--- src/rtl/core/wls_pkg.sv ---
`timescale 1ns / 1ps
`default_nettype none
// ----------------------------------------------------------------------------
// wls_pkg: shared types and constants for the windowed latency statistics block
// Holds the ring depth, derived widths, the request and result structs and the
// command codes used by the sorter cells, the divider and the top level.
// ----------------------------------------------------------------------------
package wls_pkg;

	// Ring depth and widths derived from it.
	localparam int DEPTH = 128;
	localparam int AW    = $clog2(DEPTH);
	localparam int CW    = $clog2(DEPTH + 1);
	localparam int SUM_W = 36;
	localparam int ACC_W = 32 + AW;
	localparam int DIV_W = (SUM_W > ACC_W) ? SUM_W : ACC_W;
	localparam int VW    = (CW > 4) ? CW : 4;
	localparam int PW    = $clog2(DEPTH * 100 + 1) + 1;
	localparam int XW    = ((CW > 7) ? CW : 7) + 1;

	// Command codes.
	typedef enum logic [1:0] {
		CMD_PUSH    = 2'd0,
		CMD_REPORT  = 2'd1,
		CMD_HISTORY = 2'd2,
		CMD_CLEAR   = 2'd3
	} cmd_t;

	typedef struct packed {
		cmd_t        command;
		logic [31:0] duration;
		logic [6:0]  position;
	} request_t;

	typedef struct packed {
		logic [31:0] min_value;
		logic [31:0] avg_value;
		logic [31:0] p50_value;
		logic [31:0] p95_value;
		logic [31:0] p99_value;
		logic [31:0] max_value;
		logic [7:0]  sample_count;
		logic [31:0] history_sample;
		logic        history_valid;
	} result_t;

	// Control shared by every sorter cell.
	typedef struct packed {
		logic clear;
		logic shift;
	} cell_ctl_t;

endpackage
`default_nettype wire

--- src/rtl/core/wls_cell.sv ---
`timescale 1ns / 1ps
`default_nettype none
// ----------------------------------------------------------------------------
// wls_cell: one cell of the systolic insertion sorter
// Keeps the smaller of its stored value and the incoming value and hands the
// larger one to its right neighbor. In shift mode it takes the stored value
// of its right neighbor, so the sorted row drains out of the first cell.
// ----------------------------------------------------------------------------
module wls_cell (
	input  wire                  clk,
	input  wire                  arst_n,
	input  wire wls_pkg::cell_ctl_t ctl,
	input  wire                  in_valid,
	input  wire  [31:0]          in_data,
	input  wire                  nb_valid,
	input  wire  [31:0]          nb_data,
	output logic                 out_valid,
	output logic [31:0]          out_data,
	output logic                 val_valid,
	output logic [31:0]          val_data
);
	import wls_pkg::*;

	logic        valid_q;
	logic [31:0] data_q;
	logic        pass_valid_q;
	logic [31:0] pass_data_q;

	// Control flags of the cell.
	always_ff @(posedge clk or negedge arst_n) begin
		if (!arst_n) begin
			valid_q      <= 1'b0;
			pass_valid_q <= 1'b0;
		end else if (ctl.clear) begin
			valid_q      <= 1'b0;
			pass_valid_q <= 1'b0;
		end else if (ctl.shift) begin
			valid_q      <= nb_valid;
			pass_valid_q <= 1'b0;
		end else if (in_valid) begin
			valid_q      <= 1'b1;
			pass_valid_q <= valid_q;
		end else begin
			pass_valid_q <= 1'b0;
		end
	end

	// Stored value and the value handed on.
	always_ff @(posedge clk) begin
		if (ctl.shift) begin
			data_q <= nb_data;
		end else if (in_valid) begin
			if (!valid_q) begin
				data_q <= in_data;
			end else if (in_data < data_q) begin
				data_q      <= in_data;
				pass_data_q <= data_q;
			end else begin
				pass_data_q <= in_data;
			end
		end
	end

	assign out_valid = pass_valid_q;
	assign out_data  = pass_data_q;
	assign val_valid = valid_q;
	assign val_data  = data_q;

endmodule
`default_nettype wire

--- config.mk ---
export PLATFORM = sky130hd
export DESIGN_NAME = wls_cell
export DESIGN_NICKNAME = d
export VERILOG_FILES = /design/src/rtl/core/wls_pkg.sv /design/src/rtl/core/wls_cell.sv
export SDC_FILE = /design/constraint.sdc
export NUM_CORES = 1
export LEC_CHECK = 0
export BUFFER_PORTS_ARGS = -buffer_cell sky130_fd_sc_hd__buf_2
export CAP_MARGIN = 5
export CORE_MARGIN = 4
export CORE_UTILIZATION = 54
export CTS_BUF_LIST = sky130_fd_sc_hd__clkbuf_16
export DETAILED_ROUTE_END_ITERATION = 7
export HOLD_SLACK_MARGIN = 0.08
export PLACE_DENSITY_LB_ADDON = 0.12
export SYNTH_ARGS = -nofsm -noshare
export SYNTH_HDL_FRONTEND = slang
export SYNTH_SLANG_ARGS = --single-unit
export TNS_END_PERCENT = 50
--- constraint.sdc ---
create_clock -name clk -period 6.4 [get_ports clk]
set_input_delay 0 -clock clk [delete_from_list [all_inputs] [get_ports clk]]
set_output_delay 0 -clock clk [all_outputs]
set_load 0.005 [all_outputs]
==> flow_summary.toml, run 1 <==
[run_status]
status = "did not finish"
haltStage = "4_1_cts"
stop_error = "[ERROR RSZ-0060] Max buffer count reached."

[cts]
numCtsBuffers = 9
cts_buffer_depth = 2
clockRootBuffer = "clkbuf_16"
cts_num_sinks = 66
postCtsHoldBufs = 101
cts_max_level = 3
post_cts_buffers = 0
ctsResizeCount = 0

[synth]
synth_top_cell_area_share_pct = 52.1
yosys_warnings = 0
synth-seq-area-share_pct = 53.4
synthCells = 257
synthesis.area_mm2 = 0.00369
synthTopCellsByArea = "edfxtp_1 52%, mux2_4 12%, ha_1 11%"
synth_nets = 358
syn_area_per_cell_um2 = 14.4
yosysTopAreaCell = "edfxtp_1"
synth-edff-count = 64
ys_types = 29
ys_seq_elements = 66
async_reset_ff_share_pct = 3.03
ys.flop_type = "edfxtp_1"

[die]
die_w_um = 90.7
die_h_um = 90.7
ios = 136
rows = 29
initial_core_util_pct = 56.8

[placed_design]
hpwlAfterDp_um = 5810
placed_area_mm2 = 0.00444
routabilityCongestion = 0.728
port_buffers = 135
## Yosys cell counts (all sizes together), types with 2 or more instances
cell type  count
edfxtp        64
mux2          64
inv           34
ha            31
a21oi         15
nand2          9
nor2           6
nand4          5
clkbuf         4
o21ai          4
buf            3
a211o          2
a211oi         2
dfrtp          2
nand2b         2
nand3          2
## cells by family after synthesis
family | Yosys count | share of synthesized area, %
flip-flops | 66 | 53.4
multiplexers | 64 | 22.6
buffers and inverters | 41 | 4.78
adder cells (fa/ha/maj) | 31 | 10.5
AO/OA/AOI/OAI | 29 | 5.22
AND/OR/NAND/NOR | 26 | 3.49
## metrics by stage
step	instances	utilization [%]	worst slack, ps
after detailed placement	464	68.4	3280
after global placement	464	68.4	3360
after floorplan	257	-	3680
==> inputs of run 2 (changes only) <==
Settings changed: CORE_UTILIZATION 54 to 40, CTS_BUF_LIST sky130_fd_sc_hd__clkbuf_16 to not set, HOLD_SLACK_MARGIN 0.08 to not set, PLACE_DENSITY_LB_ADDON 0.12 to 0.15.
==> run 2 against run 1 <==
The flow now finishes without violations. Synthesized cell count unchanged. Synthesized area unchanged.
==> flow_summary.toml, run 2 <==
[run_status]
status = "finished clean"

[synth]
synthesis.area_mm2 = 0.00369
ys_seq_elements = 66
synthCells = 257
ys_types = 29
synth-seq-area-share_pct = 53.4
synth_nets = 358
synth_top_cell_area_share_pct = 52.1
ys.flop_type = "edfxtp_1"
netlist_top_cells_count = "64 x edfxtp_1, 34 x inv_1, 32 x mux2_2, 31 x ha_1, 30 x mux2_4"
yosys_warnings = 0
yosysTopAreaCell = "edfxtp_1"
syn_area_per_cell_um2 = 14.4
synth-edff-count = 64
async_reset_ff_share_pct = 3.03
synthTopCellsByArea = "edfxtp_1 52%, mux2_4 12%, ha_1 11%"
synth_most_common_cell = "edfxtp_1"

[cts]
clockRootBuffer = "clkbuf_8"
cts_num_sinks = 66
cts_max_level = 3
cts_tree = "built"
cts_buffer_depth = 2
post_cts_buffers = 0
clkSlewWorstSetupHoldPaths_ps = 70
numCtsBuffers = 9
insertion_delay_ps = 340

[sta]
hold_violations = 0
worst_pin_slew_ps = 927
setup_viol = 0
period_minus_slack_ps = 3030
fmax_ghz = 0.330
maxSlewViolCount = 0
max-slew-margin-rel_pct = 38.2
finalCritPeriodShare_pct = 47.3
holdWs_ps = 6.64
finalSetupTns_ps = 0
rsz0062_at_grt = "false"
fin_skew_ps = 12.7

[final_layout]
final-seq-area_mm2 = 0.00197
final_cell_mix = "135 x buf_2, 65 x dlygate4sd3_1, 64 x edfxtp_1"
antenna_cells = 0
final_common_cell = "buf_2"
stdcell_count = 576
nFillCells = 734
utilization_pct = 59.9
drive_above_1_share_pct = 46.6
areaGrowthSynthToFinish_pct = 43.5
fin_nets = 564
multi_input_area_mm2 = 0.00156

[detailed_routing]
routed_wl_um = 8930
drcViolationCount = 0
wire_per_inst_um = 15.5
drtIter0Drc = 80
routed_via_density = 4.79
final_antenna_net_count = 0
drt_pass1_iterations = 5
routed-via-count = 2758

[run]
max_cap_viol_count = 0

[die]
die_h_um = 104
rows = 34
ios = 136
initial_core_util_pct = 41.7
dieArea_mm2 = 0.0108
core_mm2 = 0.00885
die_w_um = 104

[worst_hold_path]
hold-path-endpoint = "val_data[21]$_DFFE_PP_"
hold_start = "in_data[21]"
hold_path_depth = 2
min_path_type = "primary input to flip-flop"

[pwr]
total_power_w = 0.00113
peakVddDrop_uv = 108
power_leakage_nw = 2.46
powerDensity_mw_per_mm2 = 213

[placed_design]
hpwlAfterDp_um = 6150
port_buffers = 135
routabilityCongestion = 0.710
placed_cells = 495

[grt]
track_usage_pct = 16.9
grt_overflow_total = 0
grt_max_degree = 38
antenna_found_initial = 0
grt_pass1_vias = 2920
grt_pass1_wl_um = 14500

[worst_setup_path]
crit_type = "flip-flop to flip-flop"
arrival_ps = 3110
worstPathRequired_ps = 6480
critPathCaptureType = "flip-flop"
cp_slowest_cell = "a21oi_4"
cp-start-kind = "flip-flop"
reg2reg_to = "out_data[0]$_DFFE_PP_"
cp_cell_sequence = "inv_1, ha_1, a211o_1, a31oi_1, o311a_1, o41ai_2, a21oi_4, buf_4, mux2_1"
r2r.worst_path.cells = 9
reg2reg_slack_ps = 3370
reg2reg_from = "val_data[2]$_DFFE_PP_"
path_max_fanout = 22
critPathTopFamily = "compound AO/OA/AOI/OAI gates"
critPathMaxStageDelay_ps = 470
worst-path-buf-inv = 2
==> run 2: cell counts after synthesis <==
Identical to the previous run, type by type.
==> run 2: metal layers <==
| metal | vias to the layer above | share of wire (%) | global-route usage, % |
|---|---|---|---|
| met4 | 0 | 1.7 | 5.98 |
| met5 | - | 0 | 0 |
| met2 | 96 | 50 | 29.5 |
| met3 | 11 | 6.1 | 4.72 |
| met1 | 1286 | 42 | 19.8 |
| li1 | 1365 | - | - |
==> run 2: final cells by class <==
class                      instances  share of cell area [%]
clock inverter                     5                   0.591
clock buffer                      11                    2.48
tap                              108                    2.55
timing repair buffer             202                    25.3
multi-input combinational        150                    29.4
sequential                        66                    37.2
inverter                          34                    2.41
==> run 2: how the worst max path moves through the flow <==
stage	start	to	slack, ps	cells after the start
5_1_grt	val_data[2]$_DFFE_PP_	out_data[0]$_DFFE_PP_	3190	9
2_1_floorplan	val_data[2]$_DFFE_PP_	val_data[0]$_DFFE_PP_	3680	8
3_3_place_gp	val_data[2]$_DFFE_PP_	out_data[0]$_DFFE_PP_	3420	9
6_report	val_data[2]$_DFFE_PP_	out_data[0]$_DFFE_PP_	3370	9
4_1_cts	val_data[2]$_DFFE_PP_	out_data[0]$_DFFE_PP_	3330	9
3_5_place_dp	val_data[2]$_DFFE_PP_	out_data[0]$_DFFE_PP_	3330	9
==> run 2: report_power, final <==
group	total [W]	leakage (nW)	internal, W	switching, W
Combinational	0.000289	1.74	0.000167	0.000122
Clock	0.000303	0.0831	0.000140	0.000163
Sequential	0.000537	0.645	0.000518	0.0000190
Total	0.00113	2.46	0.000825	0.000304
==> run 2: through the flow <==
| stage | setup slack (ps) | cell area, µm² |
|---|---|---|
| finish | 3370 | 5300 |
| global route | 3190 | 5300 |
| CTS | 3330 | 5280 |
| detailed placement | 3330 | 4480 |
| global placement | 3420 | 4480 |
| floorplan | 3680 | 3690 |
==> run 2: cells by family (layout without fill, tap and decap cells) <==
logic type	count (synthesis)	count (layout)	synth area share (%)
adders and majority gates	31	31	10.5
AOI/OAI and AO/OA	29	29	5.22
and+or+nand+nor	26	26	3.49
buffers and inverters	41	252	4.78
DFF	66	66	53.4
muxes	64	64	22.6
==> run 2: what timing repair did <==
action,in CTS,in global routing
endpoints found under the hold margin,52,2
resized for setup,0,0
hold buffers,63,2
Note: power is estimated with default switching activity, not from simulation.
==> inputs of run 3 (changes only) <==
Clock period 6.4 ns to 2.7 ns, I/O delays scaled along.
==> run 3 against run 2 <==
Via count increased by 0.22%. Sequential share of layout area decreased by 1.3 points. Register-to-register slack got worse by 3200 ps. Global-route usage increased by 0.70 points. Die area unchanged. Clock power increased to 2.7 times the previous value. Worst hold slack improved by 6.7 ps. Highest routed layer unchanged.
==> flow_summary.toml, run 3 (synthesis results as in run 2) <==
[run_status]
status = "finished clean"

[worst_setup_path]
r2r.worst_path.cells = 9
cp_cell_sequence = "inv_1, ha_1, nand4_4, or4_4, nand2b_1, o211ai_2, a211oi_1, a211o_2, buf_12"
arrival_ps = 2650
cp_slowest_cell = "or4_4"
cp-start-kind = "flip-flop"
worstPathRequired_ps = 2790
reg2reg_slack_ps = 140
crit_type = "flip-flop to flip-flop"
setup.worst_path.start = "val_data[28]$_DFFE_PP_"
reg2reg_to = "val_data[29]$_DFFE_PP_"
path_max_fanout = 20
critPathCaptureType = "flip-flop"
reg2reg_from = "val_data[28]$_DFFE_PP_"
critPathMaxStageDelay_ps = 550

[cts]
clockRootBuffer = "clkbuf_8"
clkSlewWorstSetupHoldPaths_ps = 70
insertion_delay_ps = 330
cts_max_level = 3
cts_buffer_depth = 2
cts_tree = "built"
numCtsBuffers = 9
cts_num_sinks = 66

[grt]
grt_pass1_vias = 3060
track_usage_pct = 17.6
antenna_found_initial = 0
grt_overflow_total = 0
grt_max_degree = 38
grt_pass1_wl_um = 15200

[worst_hold_path]
min_path_type = "primary input to flip-flop"
hold-path-endpoint = "out_data[20]$_DFFE_PP_"
hold_start = "in_data[20]"
hold_path_depth = 2

[detailed_routing]
wire_per_inst_um = 15.8
drcViolationCount = 0
routed_wl_um = 9200
drt_pass1_iterations = 4
drtIter0Drc = 58
routed_via_density = 4.73
routed-via-count = 2764
final_antenna_net_count = 0

[final_layout]
antenna_cells = 0
drive_above_1_share_pct = 48.5
final_common_cell = "buf_2"
nFillCells = 698
stdcell_area_mm2 = 0.00549
final_cell_mix = "135 x buf_2, 65 x dlygate4sd3_1, 64 x edfxtp_1"
areaGrowthSynthToFinish_pct = 48.7
fin_nets = 572

[placed_design]
hpwlAfterDp_um = 6310
routabilityCongestion = 0.757
port_buffers = 135
placed_area_mm2 = 0.00456

[sta]
worst_pin_slew_ps = 919
hold_violations = 0
max-slew-margin-rel_pct = 38.7
setup_viol = 0
finalSetupTns_ps = 0
maxSlewViolCount = 0
finalCritPeriodShare_pct = 95.0
fmax_ghz = 0.390
period_minus_slack_ps = 2560
fin_skew_ps = 12.6
rsz0062_at_grt = "false"

[die]
die_h_um = 104
ios = 136
initial_core_util_pct = 41.7
die_w_um = 104
dieArea_mm2 = 0.0108
core_mm2 = 0.00885
rows = 34

[run]
max_cap_viol_count = 0

[pwr]
peakVddDrop_uv = 260
power_leakage_nw = 2.54
powerDensity_mw_per_mm2 = 517
-- run 3: cell count changes in the layout (fill, tap and decap cells not counted), sizes merged --
cell / before / now
bufinv: 0 / 1
buf: 137 / 145
clkinv: 4 / 3
-- run 3: repair_timing --
item / CTS / global route
setup buffers: 0 / 3
pin swaps: 0 / 2
setup endpoints to repair: 6 / 64
gates resized for setup: 1 / 8
gates cloned: 0 / 0
hold endpoints to repair: 53 / 3
hold buffers: 62 / 3
-- run 3: routing by layer --
metal  track usage, %  wire length, µm  vias to the layer above
met2             31.4             4730                       80
li1                 -                -                     1384
met3             4.84              450                       10
met1             20.5             3890                     1290
met4             5.22              126                        0
met5                0                0                        -
-- run 3: per-stage QoR --
stage / hold slack [ps] / setup slack (ps) / instances / util, % / power, W
after floorplan: -296 / 160 / 257 / - / 0.00170
after global placement: -214 / 40.8 / 500 / 51.5 / 0.00193
after detailed placement: -211 / 40.6 / 500 / 51.5 / 0.00195
after CTS: 0.341 / 33.0 / 578 / 60.8 / 0.00283
after global routing: 0.386 / 6.20 / 584 / 62.0 / 0.00300
final: 13.3 / 135 / 584 / 62.0 / 0.00284
-- run 3: cell type report --
class	instances	area, µm²	area share (%)
multi-input cells	150	1630	29.6
well taps	108	135	2.46
clock inverters	5	55.1	1.00
inverters	34	128	2.32
clock buffers	11	131	2.39
flip-flops and latches	66	1970	35.9
repair buffers	210	1440	26.3
-- run 3: critical path: cells and delay by family (launching register included) --
family	cells	cell delay [ps]
AO/OA/AOI/OAI	3	560
AND/OR/NAND/NOR	3	820
flip-flops	1	380
buffers and inverters	2	240
adder cells (fa/ha/maj)	1	310
-- run 3: worst max path at each step --
| stage | depth (start not counted) | endpoint | slack (ps) |
|---|---|---|---|
| global placement | 8 | val_data[13]$_DFFE_PP_ | 40 |
| CTS | 9 | val_data[15]$_DFFE_PP_ | 30 |
| floorplan | 8 | val_data[0]$_DFFE_PP_ | 160 |
| global route | 9 | val_data[2]$_DFFE_PP_ | 6 |
| detailed placement | 8 | val_data[13]$_DFFE_PP_ | 40 |
| finish | 9 | val_data[29]$_DFFE_PP_ | 140 |
-- run 3: power by group --
part / internal, W / leakage [nW] / switching [W] / total [W]
logic: 0.000444 / 1.81 / 0.000318 / 0.000762
registers: 0.00123 / 0.645 / 0.0000422 / 0.00127
clock network: 0.000425 / 0.0909 / 0.000380 / 0.000804
total: 0.00210 / 2.54 / 0.000740 / 0.00284
