`src/rtl/core/wls_pkg.sv`:
```
`timescale 1ns / 1ps
`default_nettype none
// ----------------------------------------------------------------------------
// wls_pkg: shared types and constants for the windowed latency statistics block
// Holds the ring depth, derived widths, the request and result structs and the
// command codes used by the sorter cells, the divider and the top level.
// ----------------------------------------------------------------------------
package wls_pkg;

	// Ring depth and widths derived from it.
	localparam int DEPTH = 128;
	localparam int AW    = $clog2(DEPTH);
	localparam int CW    = $clog2(DEPTH + 1);
	localparam int SUM_W = 36;
	localparam int ACC_W = 32 + AW;
	localparam int DIV_W = (SUM_W > ACC_W) ? SUM_W : ACC_W;
	localparam int VW    = (CW > 4) ? CW : 4;
	localparam int PW    = $clog2(DEPTH * 100 + 1) + 1;
	localparam int XW    = ((CW > 7) ? CW : 7) + 1;

	// Command codes.
	typedef enum logic [1:0] {
		CMD_PUSH    = 2'd0,
		CMD_REPORT  = 2'd1,
		CMD_HISTORY = 2'd2,
		CMD_CLEAR   = 2'd3
	} cmd_t;

	typedef struct packed {
		cmd_t        command;
		logic [31:0] duration;
		logic [6:0]  position;
	} request_t;

	typedef struct packed {
		logic [31:0] min_value;
		logic [31:0] avg_value;
		logic [31:0] p50_value;
		logic [31:0] p95_value;
		logic [31:0] p99_value;
		logic [31:0] max_value;
		logic [7:0]  sample_count;
		logic [31:0] history_sample;
		logic        history_valid;
	} result_t;

	// Control shared by every sorter cell.
	typedef struct packed {
		logic clear;
		logic shift;
	} cell_ctl_t;

endpackage
`default_nettype wire

```
`src/rtl/core/wls_div.sv`:
```
`timescale 1ns / 1ps
`default_nettype none
// ----------------------------------------------------------------------------
// wls_div: iterative restoring divider
// Produces one quotient bit per cycle and pulses done with the quotient once
// every quotient bit is formed. Shared by the window average and the ring average.
// ----------------------------------------------------------------------------
module wls_div (
	input  wire                          clk,
	input  wire                          arst_n,
	input  wire                          start,
	input  wire  [wls_pkg::DIV_W-1:0]    dividend,
	input  wire  [wls_pkg::VW-1:0]       divisor,
	output logic                         done,
	output logic [wls_pkg::DIV_W-1:0]    quotient
);
	import wls_pkg::*;

	localparam int NW = $clog2(DIV_W);

	logic          run_q;
	logic          done_q;
	logic [NW-1:0] cnt_q;
	logic [VW-1:0] rem_q;
	logic [VW-1:0] div_q;
	logic [DIV_W-1:0] quo_q;

	logic [VW:0]   rem_sh;
	logic [VW:0]   div_ext;
	logic          ge;
	logic [VW:0]   rem_nx;

	// One trial subtraction per cycle.
	always_comb begin
		rem_sh  = {rem_q, quo_q[DIV_W-1]};
		div_ext = {1'b0, div_q};
		ge      = (rem_sh >= div_ext);
		rem_nx  = ge ? (rem_sh - div_ext) : rem_sh;
	end

	// Iteration control.
	always_ff @(posedge clk or negedge arst_n) begin
		if (!arst_n) begin
			run_q  <= 1'b0;
			done_q <= 1'b0;
			cnt_q  <= '0;
		end else begin
			done_q <= 1'b0;
			if (start) begin
				run_q <= 1'b1;
				cnt_q <= '0;
			end else if (run_q) begin
				cnt_q <= cnt_q + NW'(1);
				if (cnt_q == NW'(DIV_W - 1)) begin
					run_q  <= 1'b0;
					done_q <= 1'b1;
				end
			end
		end
	end

	// Datapath registers.
	always_ff @(posedge clk) begin
		if (start) begin
			quo_q <= dividend;
			rem_q <= '0;
			div_q <= divisor;
		end else if (run_q) begin
			quo_q <= {quo_q[DIV_W-2:0], ge};
			rem_q <= rem_nx[VW-1:0];
		end
	end

	assign done     = done_q;
	assign quotient = quo_q;

endmodule
`default_nettype wire

```
`config.mk`:
```
export PLATFORM = sky130hd
export DESIGN_NAME = wls_div
export DESIGN_NICKNAME = d
export VERILOG_FILES = /design/src/rtl/core/wls_pkg.sv /design/src/rtl/core/wls_div.sv
export SDC_FILE = /design/constraint.sdc
export NUM_CORES = 1
export LEC_CHECK = 0
export BUFFER_PORTS_ARGS = -buffer_cell sky130_fd_sc_hd__clkbuf_2
export CAP_MARGIN = 0
export CORE_MARGIN = 4
export CORE_UTILIZATION = 50
export CTS_BUF_LIST = sky130_fd_sc_hd__clkbuf_8
export DETAILED_ROUTE_END_ITERATION = 12
export HOLD_SLACK_MARGIN = 0.06
export PLACE_DENSITY = 0.78
export SLEW_MARGIN = 10
export SYNTH_ARGS = -nofsm -noshare
export SYNTH_HDL_FRONTEND = slang
export SYNTH_SLANG_ARGS = --single-unit
export TNS_END_PERCENT = 30
```
`constraint.sdc`:
```
create_clock -name clk -period 2.64 [get_ports clk]
set_input_delay 0.396 -clock clk [delete_from_list [all_inputs] [get_ports clk]]
set_output_delay 0.396 -clock clk [all_outputs]
set_load 0.02 [all_outputs]
```
==> results.sh, run 1 <==
export IMPL_synth_simple_area_share=0.0702
export IMPL_synth_main_ff_cell="edfxtp_1"
export IMPL_clk_pin_slew_ns=0.07
export IMPL_grt_antenna_before_repair=0
export IMPL_rsz0062_at_grt="no"
export IMPL_max_freq_mhz=469
export IMPL_syn_area_mm2=0.00299
export IMPL_io_buffers=89
export IMPL_period_needed_ns=2.13
export IMPL_syn_nets=279
export IMPL_drive_gt1_frac=0.477
export IMPL_yosysUniqueCellTypes=42
export IMPL_critPathSlowestCell="o21ai_2"
export IMPL_synth_xor_area_frac=0.0263
export IMPL_place_gp_congestion=0.776
export IMPL_end_kind="register"
export IMPL_wirelength_um=6120
export IMPL_dieArea_mm2=0.00729
export IMPL_cap_violations=0
export IMPL_clk_latency_ns=0.34
export IMPL_p_leak_nw=1.66
export IMPL_path_cells="inv_1 > ha_1 > and3_1 > nand3_1 > o21ai_2 > mux2_4 > a211oi_2"
export IMPL_finalClockSkew_ns=0.00778
export IMPL_layout_nets=377
export IMPL_die_height_um=85.4
export IMPL_tritoncts="done"
export IMPL_grt_pass1_wl_um=10300
export IMPL_antenna_cells=0
export IMPL_num_rows=27
export IMPL_ys_seq_area_frac=0.592
export IMPL_critical_path_max_stage_delay_ns=0.47
export IMPL_drv_slew=0
export IMPL_cts_root_buf="clkbuf_8"
export IMPL_hold_violations=0
export IMPL_clk_path_buf_depth=2
export IMPL_routed_via_density=5.22
export IMPL_dpl_hpwl_um=4380
export IMPL_grt_max_degree=32
export IMPL_drt_iter0_drc=84
export IMPL_wl_per_cell_um=15.6
export IMPL_cts_sink_count=63
export IMPL_synth_top_family_by_area="multiplexers"
export IMPL_ant_nets=0
export IMPL_maxSlewHeadroom=0.622
export IMPL_fin_crit_sh=0.808
export IMPL_critical_path_class="reg -> reg"
export IMPL_grt_busiest_layer="met2"
export IMPL_grt_total_usage=0.183
export IMPL_h_tree_depth=3
export IMPL_core_mm2=0.00564
export IMPL_overflow=0
export IMPL_crit_start="div_q[5]"
export IMPL_netlist_area_leader_share=0.471
export IMPL_start_util=0.531
export IMPL_cp_data_required_time_ns=2.90
export IMPL_grt_util_met3=0.0951
export IMPL_avgSynthCellArea_um2=13.7
export IMPL_synthCells=218
export IMPL_ys_warn_count=0
export IMPL_status="completed"
export IMPL_worstMarginPinSlew_ns=0.566
export IMPL_grtUsageMet1=0.226
export IMPL_async_flop_share=0.127
export IMPL_holdCritStartpoint="divisor[3]"
export IMPL_drc=0
export IMPL_cp_max_fo=11
export IMPL_ys_seq_elements=63
export IMPL_synth_edf_count=47
export IMPL_setup_violations=0
export IMPL_ys_top_cells_by_area="edfxtp_1, mux2_2, dfrtp_1"
export IMPL_start_kind="register"
export IMPL_synth_compound_area_frac=0.0656
export IMPL_muxShareOfSynthArea=0.168
export IMPL_fillCellCount=443
export IMPL_hold_path_class="in -> reg"
export IMPL_final_core_util=0.660
export IMPL_rr_startpoint="div_q[5]"
export IMPL_cts_resized=0
export IMPL_routed_via_count=2052
export IMPL_crit_arrival_ns=2.40
export IMPL_die_w_um=85.4
export IMPL_met2_usage=0.279
export IMPL_synth_largest_area_cell="edfxtp_1"
export IMPL_drt_pass1_iterations=4
export IMPL_power_density_mw_per_mm2=786
export IMPL_grt_pass1_vias=2151
export IMPL_synthAdderAreaFrac=0.0485
export IMPL_peakVddDrop_mv=0.581
export IMPL_multiInputGateArea_mm2=0.00113
export IMPL_seqCellArea_mm2=0.00177
export IMPL_tns_ns=0
export IMPL_cts_buffers_inserted=9
export IMPL_ios=90
export IMPL_synthToLayoutAreaGrowth_pct=24.4
==> critical path, delay by kind of cell, from the launching register on <==
kind / cells / cell delay (ns)
simple gates: 2 / 0.32
flops: 1 / 0.32
fa+ha+maj: 1 / 0.36
buf+inv: 1 / 0.04
compound gates: 2 / 0.66
mux: 1 / 0.35
==> Yosys cell counts, types with 3 or more instances <==
cell type,n
a211oi_1,3
a21o_1,3
buf_1,4
dfrtp_1,8
dfxtp_1,8
edfxtp_1,47
ha_1,10
inv_1,13
mux2_2,39
mux2i_1,5
nand2_1,10
nand2b_1,3
nor2_1,15
nor2b_1,3
nor3_1,3
o21ai_0,5
or2_2,3
xnor2_1,3
xor2_1,6
==> metal layers <==
metal | share of wire | vias up
li1 | - | 999
met1 | 0.43 | 977
met2 | 0.47 | 70
met3 | 0.089 | 6
met4 | 0.011 | 0
met5 | 0 | -
==> path summary, 6_finish.rpt <==
path	slack, ns	depth (start not counted)	end
min in group asynchronous	0.46	2	cnt_q[1]
hold / removal	0.23	1	div_q[3]
setup reg to reg	0.51	7	rem_q[0]
hold reg to reg	0.50	2	rem_q[6]
max in group asynchronous	2.00	2	done
setup / recovery	0.51	7	rem_q[0]
==> sequential cells by signal, indices dropped and copies added, names as in the netlist <==
signal / cells
cnt_q: 6
div_q: 8
done: 1
quotient: 39
rem_q: 8
run_q: 1
==> power breakdown <==
part           internal, W  switching [W]  total (W)
clock             0.000428       0.000379   0.000806
combinational     0.000378       0.000448   0.000826
sequential         0.00121      0.0000831    0.00130
==> kinds of logic (layout without fill, tap and decap cells) <==
family          Yosys count  in the layout
simple gates             44             44
mux                      45             45
xor+xnor                  9              9
compound gates           25             25
buf+inv                  21            124
fa+ha+maj                11             11
flops                    63             63
==> what timing repair did <==
action / 4_1_cts / 5_1_grt
hold buffers: 1 / 0
hold endpoints to repair: 8 / 0
setup buffers: 0 / 0
==> through the flow <==
step / cells / cell area, um2 / total power, W / hold slack [ns] / worst slack, ns
finish: 393 / 3720 / 0.00293 / 0.230 / 0.506
global route: 393 / 3720 / 0.00311 / 0.210 / 0.353
CTS: 393 / 3720 / 0.00296 / 0.216 / 0.502
detailed placement: 376 / 3530 / 0.00213 / 0.253 / 0.534
global placement: 376 / 3530 / 0.00212 / 0.254 / 0.546
floorplan: 218 / 2990 / 0.00194 / 0.100 / 0.729
==> cell usage in the layout (no fill, tap or decap), types with 2 or more instances in the layout <==
cell / n
or2_2: 3
nor2_1: 15
mux2i_1: 5
inv_1: 13
clkbuf_8: 9
o21ai_0: 5
nor3_1: 3
nand4_1: 2
a211oi_1: 3
edfxtp_1: 47
buf_4: 5
xor2_1: 6
clkinv_1: 4
a21oi_1: 2
dfrtp_1: 8
clkbuf_2: 89
mux2_2: 39
nor2b_1: 3
ha_1: 10
nand2_1: 10
a21o_1: 3
nand2b_1: 3
xnor2_1: 3
dfxtp_1: 8
a31oi_1: 2
==> cell type report <==
| cell class | instances | area share |
|---|---|---|
| clock buffers | 9 | 0.0333 |
| clock inverters | 7 | 0.0168 |
| inverters | 13 | 0.0131 |
| multi-input cells | 134 | 0.305 |
| flip-flops and latches | 63 | 0.476 |
| well taps | 72 | 0.0242 |
| repair buffers | 95 | 0.132 |
Power figures use the tool's default switching activity.
==> run 2, diff against run 1 <==
ABC_AREA = 1   (was not set)
PLACE_DENSITY = 0.77   (was 0.78)
clock period = 2 ns   (was 2.64 ns; I/O delays follow)
==> results.sh, run 2 <==
export IMPL_status="completed"
export IMPL_tns_ns=0
export IMPL_drt_iter0_drc=149
export IMPL_clk_latency_ns=0.32
export IMPL_hold_buffers=1
export IMPL_cts_resized=0
export IMPL_ys_seq_area_frac=0.572
export IMPL_final_cell_mix="nand2_1, clkbuf_2, edfxtp_1"
export IMPL_grt_pass1_wl_um=11500
export IMPL_path_cells="inv_1 > ha_1 > fa_1 > inv_1 > nand3_1 > nand3_1 > xnor2_1 > nand2_1 > nand3_1 > nand2_1"
export IMPL_antenna_cells=0
export IMPL_p_sw_frac=0.340
export IMPL_wirelength_um=6810
export IMPL_multiInputGateArea_mm2=0.00118
export IMPL_hold_violations=0
export IMPL_overflow=0
export IMPL_yosysUniqueCellTypes=35
export IMPL_synth_edf_count=47
export IMPL_critical_path_max_stage_delay_ns=0.40
export IMPL_ys_warn_count=0
export IMPL_ys_top_cells_by_area="edfxtp_1, nand2_1, dfrtp_1"
export IMPL_final_cells=518
export IMPL_finalClockSkew_ns=0.0103
export IMPL_rsz0062_at_grt="no"
export IMPL_power_w=0.00407
export IMPL_num_rows=28
export IMPL_ant_nets=0
export IMPL_io_buffers=89
export IMPL_p_int_w=0.00269
export IMPL_cap_violations=0
export IMPL_peakVddDrop_mv=0.659
export IMPL_cts_sink_count=63
export IMPL_clk_pin_slew_ns=0.07
export IMPL_power_frac_comb=0.326
export IMPL_period_needed_ns=1.66
export IMPL_cp_data_required_time_ns=2.22
export IMPL_synth_largest_area_cell="edfxtp_1"
export IMPL_maxSlewHeadroom=0.741
export IMPL_core_mm2=0.00596
export IMPL_layout_commonest_cell="nand2_1"
export IMPL_end_kind="register"
export IMPL_place_gp_congestion=0.930
export IMPL_tritoncts="done"
export IMPL_p_switching_w=0.00138
export IMPL_pwr_share_seq=0.422
export IMPL_start_kind="register"
export IMPL_critPathSlowestCell="fa_1"
export IMPL_seqCellArea_mm2=0.00177
export IMPL_drv_slew=0
export IMPL_ys_top_cells_by_count="nand2_1, edfxtp_1, inv_1"
export IMPL_hold_path_class="in -> reg"
export IMPL_syn_area_mm2=0.00310
export IMPL_netlist_area_leader_share=0.456
export IMPL_die_w_um=86.7
export IMPL_grt_max_degree=39
export IMPL_grt_total_usage=0.197
export IMPL_max_freq_mhz=601
export IMPL_avgSynthCellArea_um2=9.05
export IMPL_clkPwrFrac=0.252
export IMPL_largest_register_ffs=39
export IMPL_p_leak_nw=2.03
export IMPL_fillCellCount=536
export IMPL_routed_via_density=4.82
export IMPL_die_height_um=86.7
export IMPL_layout_nets=499
export IMPL_cp_max_fo=2
export IMPL_fin_crit_sh=0.832
export IMPL_cts_buffers_inserted=9
export IMPL_critical_path_class="reg -> reg"
export IMPL_drt_pass1_iterations=4
export IMPL_dp_cells=501
export IMPL_dpl_hpwl_um=5030
export IMPL_synthCells=342
export IMPL_grt_pass1_vias=2449
export IMPL_grt_antenna_before_repair=0
export IMPL_routed_via_count=2499
export IMPL_ys_seq_elements=63
export IMPL_drive_gt1_frac=0.278
export IMPL_synthToLayoutAreaGrowth_pct=24.4
export IMPL_drc=0
export IMPL_crit_top_cell="nand3_1"
export IMPL_syn_nets=403
export IMPL_dieArea_mm2=0.00751
export IMPL_synth_main_ff_cell="edfxtp_1"
export IMPL_yosysMostFrequentCell="nand2_1"
export IMPL_h_tree_depth=3
export IMPL_crit_arrival_ns=1.89
export IMPL_clk_path_buf_depth=2
export IMPL_ios=90
export IMPL_worstMarginPinSlew_ns=0.388
export IMPL_async_flop_share=0.127
export IMPL_wl_per_cell_um=13.1
export IMPL_start_util=0.520
export IMPL_power_density_mw_per_mm2=1060
export IMPL_post_cts_buffers=0
export IMPL_cts_root_buf="clkbuf_8"
export IMPL_setup_violations=0
-- run 2: cell types whose count changed after synthesis, moves of 4 or more --
cell	before	now
nand2_1	10	168
mux2_2	39	0
buf_1	4	0
mux2i_1	5	0
inv_2	0	4
nand3b_1	0	7
nor2_1	15	8
nand3_1	1	17
inv_1	13	22
xor2_1	6	2
clkbuf_1	2	7
-- run 2: power groups by stage --
stage / clock (W) / combinational (W) / sequential [W]
floorplan: 0 / 0.000897 / 0.00182
global placement: 0 / 0.00129 / 0.00174
detailed placement: 0 / 0.00132 / 0.00174
CTS: 0.00106 / 0.00133 / 0.00172
global route: 0.00113 / 0.00151 / 0.00174
finish: 0.00103 / 0.00133 / 0.00172
-- run 2: final timing paths --
check	startpoint	to	slack [ns]	cells past startpoint
hold reg to reg	rem_q[3]	rem_q[3]	0.47	2
min in group asynchronous	arst_n	cnt_q[5]	0.35	2
max in group asynchronous	arst_n	done	1.47	2
setup reg to reg	quotient[38]	rem_q[4]	0.34	10
hold / removal	divisor[5]	div_q[5]	0.15	1
setup / recovery	quotient[38]	rem_q[4]	0.34	10
-- run 2: per-stage QoR --
step	setup slack [ns]	area, um2	util	hold slack [ns]
floorplan	0.283	3100	-	0.00441
global placement	0.378	3650	0.613	0.155
detailed placement	0.347	3650	0.613	0.155
CTS	0.332	3850	0.647	0.128
global route	0.157	3850	0.647	0.134
finish	0.336	3850	0.647	0.147
-- run 2: layout make-up --
type,instances,share of cell area
Clock buffer,13,0.0465
Multi-Input combinational cell,242,0.306
Clock inverter,3,0.00292
Inverter,28,0.0276
Tap cell,75,0.0244
Timing Repair Buffer,94,0.133
Sequential cell,63,0.460
-- run 2: kinds of logic after synthesis --
| group | Yosys count | synth area share |
|---|---|---|
| compound gates | 12 | 0.0243 |
| xor+xnor | 3 | 0.00849 |
| buf+inv | 37 | 0.0469 |
| flops | 63 | 0.572 |
| fa+ha+maj | 11 | 0.0469 |
| simple gates | 216 | 0.301 |
-- run 2: per-layer routing --
| metal | share of wire | routed length (um) | global-route usage |
|---|---|---|---|
| met5 | 0 | 0 | 0 |
| met4 | 0.0059 | 40 | 0.0680 |
| met3 | 0.060 | 408 | 0.0485 |
| met2 | 0.48 | 3260 | 0.305 |
| met1 | 0.45 | 3090 | 0.270 |
-- run 2: worst max-delay path, delay by kind of cell (launching register included) --
family | cells | cell delay (ns)
buffers and inverters | 2 | 0.16
XOR/XNOR | 1 | 0.12
AND/OR/NAND/NOR | 5 | 0.34
adder cells (fa/ha/maj) | 2 | 0.61
flip-flops | 1 | 0.34
==> run 3, diff against run 2 <==
CORE_UTILIZATION = 48   (was 50)
PLACE_DENSITY = 0.78   (was 0.77)
clock period = 1.5 ns   (was 2 ns; I/O delays follow)
==> results.sh, run 3 (synthesis gave the netlist of run 2 again) <==
export IMPL_status="finished, violations left"
export IMPL_violations="negative setup slack"
export IMPL_io_buffers=89
export IMPL_critical_path_class="reg -> reg"
export IMPL_die_height_um=88.3
export IMPL_clk_latency_ns=0.35
export IMPL_grt_total_usage=0.211
export IMPL_place_gp_congestion=0.820
export IMPL_ant_nets=0
export IMPL_setup_violations=9
export IMPL_h_tree_depth=3
export IMPL_p_int_w=0.00408
export IMPL_cap_violations=0
export IMPL_pwr_share_seq=0.362
export IMPL_p_switching_w=0.00233
export IMPL_num_rows=28
export IMPL_wl_per_cell_um=15.1
export IMPL_holdCritStartpoint="divisor[0]"
export IMPL_power_frac_comb=0.420
export IMPL_grt_max_degree=33
export IMPL_cp_data_required_time_ns=1.75
export IMPL_dieArea_mm2=0.00780
export IMPL_path_cells="inv_1 > ha_2 > fa_2 > inv_2 > nand3_2 > nand3_2 > xnor2_1 > nand2_1 > nand3_1 > nand2_1"
export IMPL_start_kind="register"
export IMPL_drv_slew=0
export IMPL_drc=0
export IMPL_overflow=0
export IMPL_max_freq_mhz=581
export IMPL_largest_register_ffs=39
export IMPL_rsz0062_at_grt="yes"
export IMPL_layout_nets=528
export IMPL_fillCellCount=489
export IMPL_routed_via_density=5.15
export IMPL_final_cell_mix="nand2_1, clkbuf_2, edfxtp_1"
export IMPL_routed_via_count=2817
export IMPL_power_density_mw_per_mm2=1520
export IMPL_grt_antenna_before_repair=0
export IMPL_synthToLayoutAreaGrowth_pct=36.6
export IMPL_cts_root_buf="clkbuf_8"
export IMPL_whs_ns=0.0763
export IMPL_drive_gt1_frac=0.352
export IMPL_crit_start="quotient[38]"
export IMPL_wirelength_um=8270
export IMPL_critPathSlowestCell="edfxtp_1"
export IMPL_tns_ns=-1.51
export IMPL_p_sw_frac=0.364
export IMPL_crit_arrival_ns=1.97
export IMPL_layout_commonest_cell="nand2_1"
export IMPL_clk_pin_slew_ns=0.07
export IMPL_antenna_cells=0
export IMPL_finalClockSkew_ns=0.00677
export IMPL_dpl_hpwl_um=5570
export IMPL_rr_startpoint="quotient[38]"
export IMPL_worstMarginPinSlew_ns=0.328
export IMPL_fin_crit_sh=1.15
export IMPL_worst_path_buf_inv=2
export IMPL_period_needed_ns=1.72
export IMPL_clk_path_buf_depth=2
export IMPL_cts_buffers_inserted=9
export IMPL_start_util=0.508
export IMPL_grt_pass1_vias=2667
export IMPL_cts_sink_count=63
export IMPL_drt_iter0_drc=191
export IMPL_grt_pass1_wl_um=12400
export IMPL_ios=90
export IMPL_hold_violations=0
export IMPL_die_w_um=88.3
export IMPL_setup_ws_ns=-0.220
export IMPL_cp_max_fo=2
export IMPL_core_mm2=0.00610
export IMPL_end_kind="register"
export IMPL_drt_pass1_iterations=5
export IMPL_cpLargestDelayFamily="adder cells"
export IMPL_maxSlewHeadroom=0.781
export IMPL_clkPwrFrac=0.218
export IMPL_critical_path_max_stage_delay_ns=0.38
export IMPL_tritoncts="done"
export IMPL_hold_path_class="in -> reg"
export IMPL_final_core_util=0.694
export IMPL_power_w=0.00641
export IMPL_peakVddDrop_mv=0.948
export IMPL_p_leak_nw=2.18
run 3: cell count changes in the layout (fill, tap and decap cells not counted), moves of 5 or more:
cell           before  now
buf_4               2   22
dlygate4sd3_1       1    8
ha_1               10    5
nand2_1           168  161
nand2_2             2    8
run 3: per-layer routing:
metal / vias to the layer above / track usage / share of wire
met5: - / 0 / 0
met4: 0 / 0.0646 / 0.022
met3: 23 / 0.0736 / 0.073
met2: 113 / 0.354 / 0.50
met1: 1326 / 0.256 / 0.40
li1: 1355 / - / -
run 3: area by class of cell:
type	count	area, um2	area share
Timing Repair Buffer	122	756	0.179
Clock inverter	7	57.6	0.0136
Tap cell	75	93.8	0.0222
Sequential cell	63	1770	0.419
Inverter	28	106	0.0252
Clock buffer	9	124	0.0293
Multi-Input combinational cell	243	1320	0.312
run 3: repair_timing:
action,in CTS,in global routing
setup buffers,2,0
endpoints found under the setup margin,9,9
cloned,1,1
pin swaps,4,9
hold buffers,5,3
hold endpoints to repair,12,3
resized for setup,11,13
run 3: final timing paths:
kind / cells past startpoint / slack (ns) / end
max: 10 / -0.22 / rem_q[4]
min: 1 / 0.08 / div_q[0]
max reg2reg: 10 / -0.22 / rem_q[4]
min reg2reg: 2 / 0.54 / rem_q[0]
max in group asynchronous: 2 / 1.05 / run_q
min in group asynchronous: 2 / 0.27 / cnt_q[0]
run 3: power groups by stage:
| stage | combinational [W] | clock (W) | sequential (W) |
|---|---|---|---|
| finish | 0.00269 | 0.00140 | 0.00232 |
| global route | 0.00292 | 0.00150 | 0.00235 |
| CTS | 0.00229 | 0.00140 | 0.00231 |
| detailed placement | 0.00204 | 0 | 0.00232 |
| global placement | 0.00198 | 0 | 0.00231 |
| floorplan | 0.00120 | 0 | 0.00242 |
run 3: stage by stage:
step	std cells	worst slack [ns]	instance area, um2
global placement	519	-0.120	3780
CTS	543	-0.0922	4110
finish	547	-0.220	4230
floorplan	342	-0.119	3100
global route	547	-0.272	4230
detailed placement	519	-0.166	3780
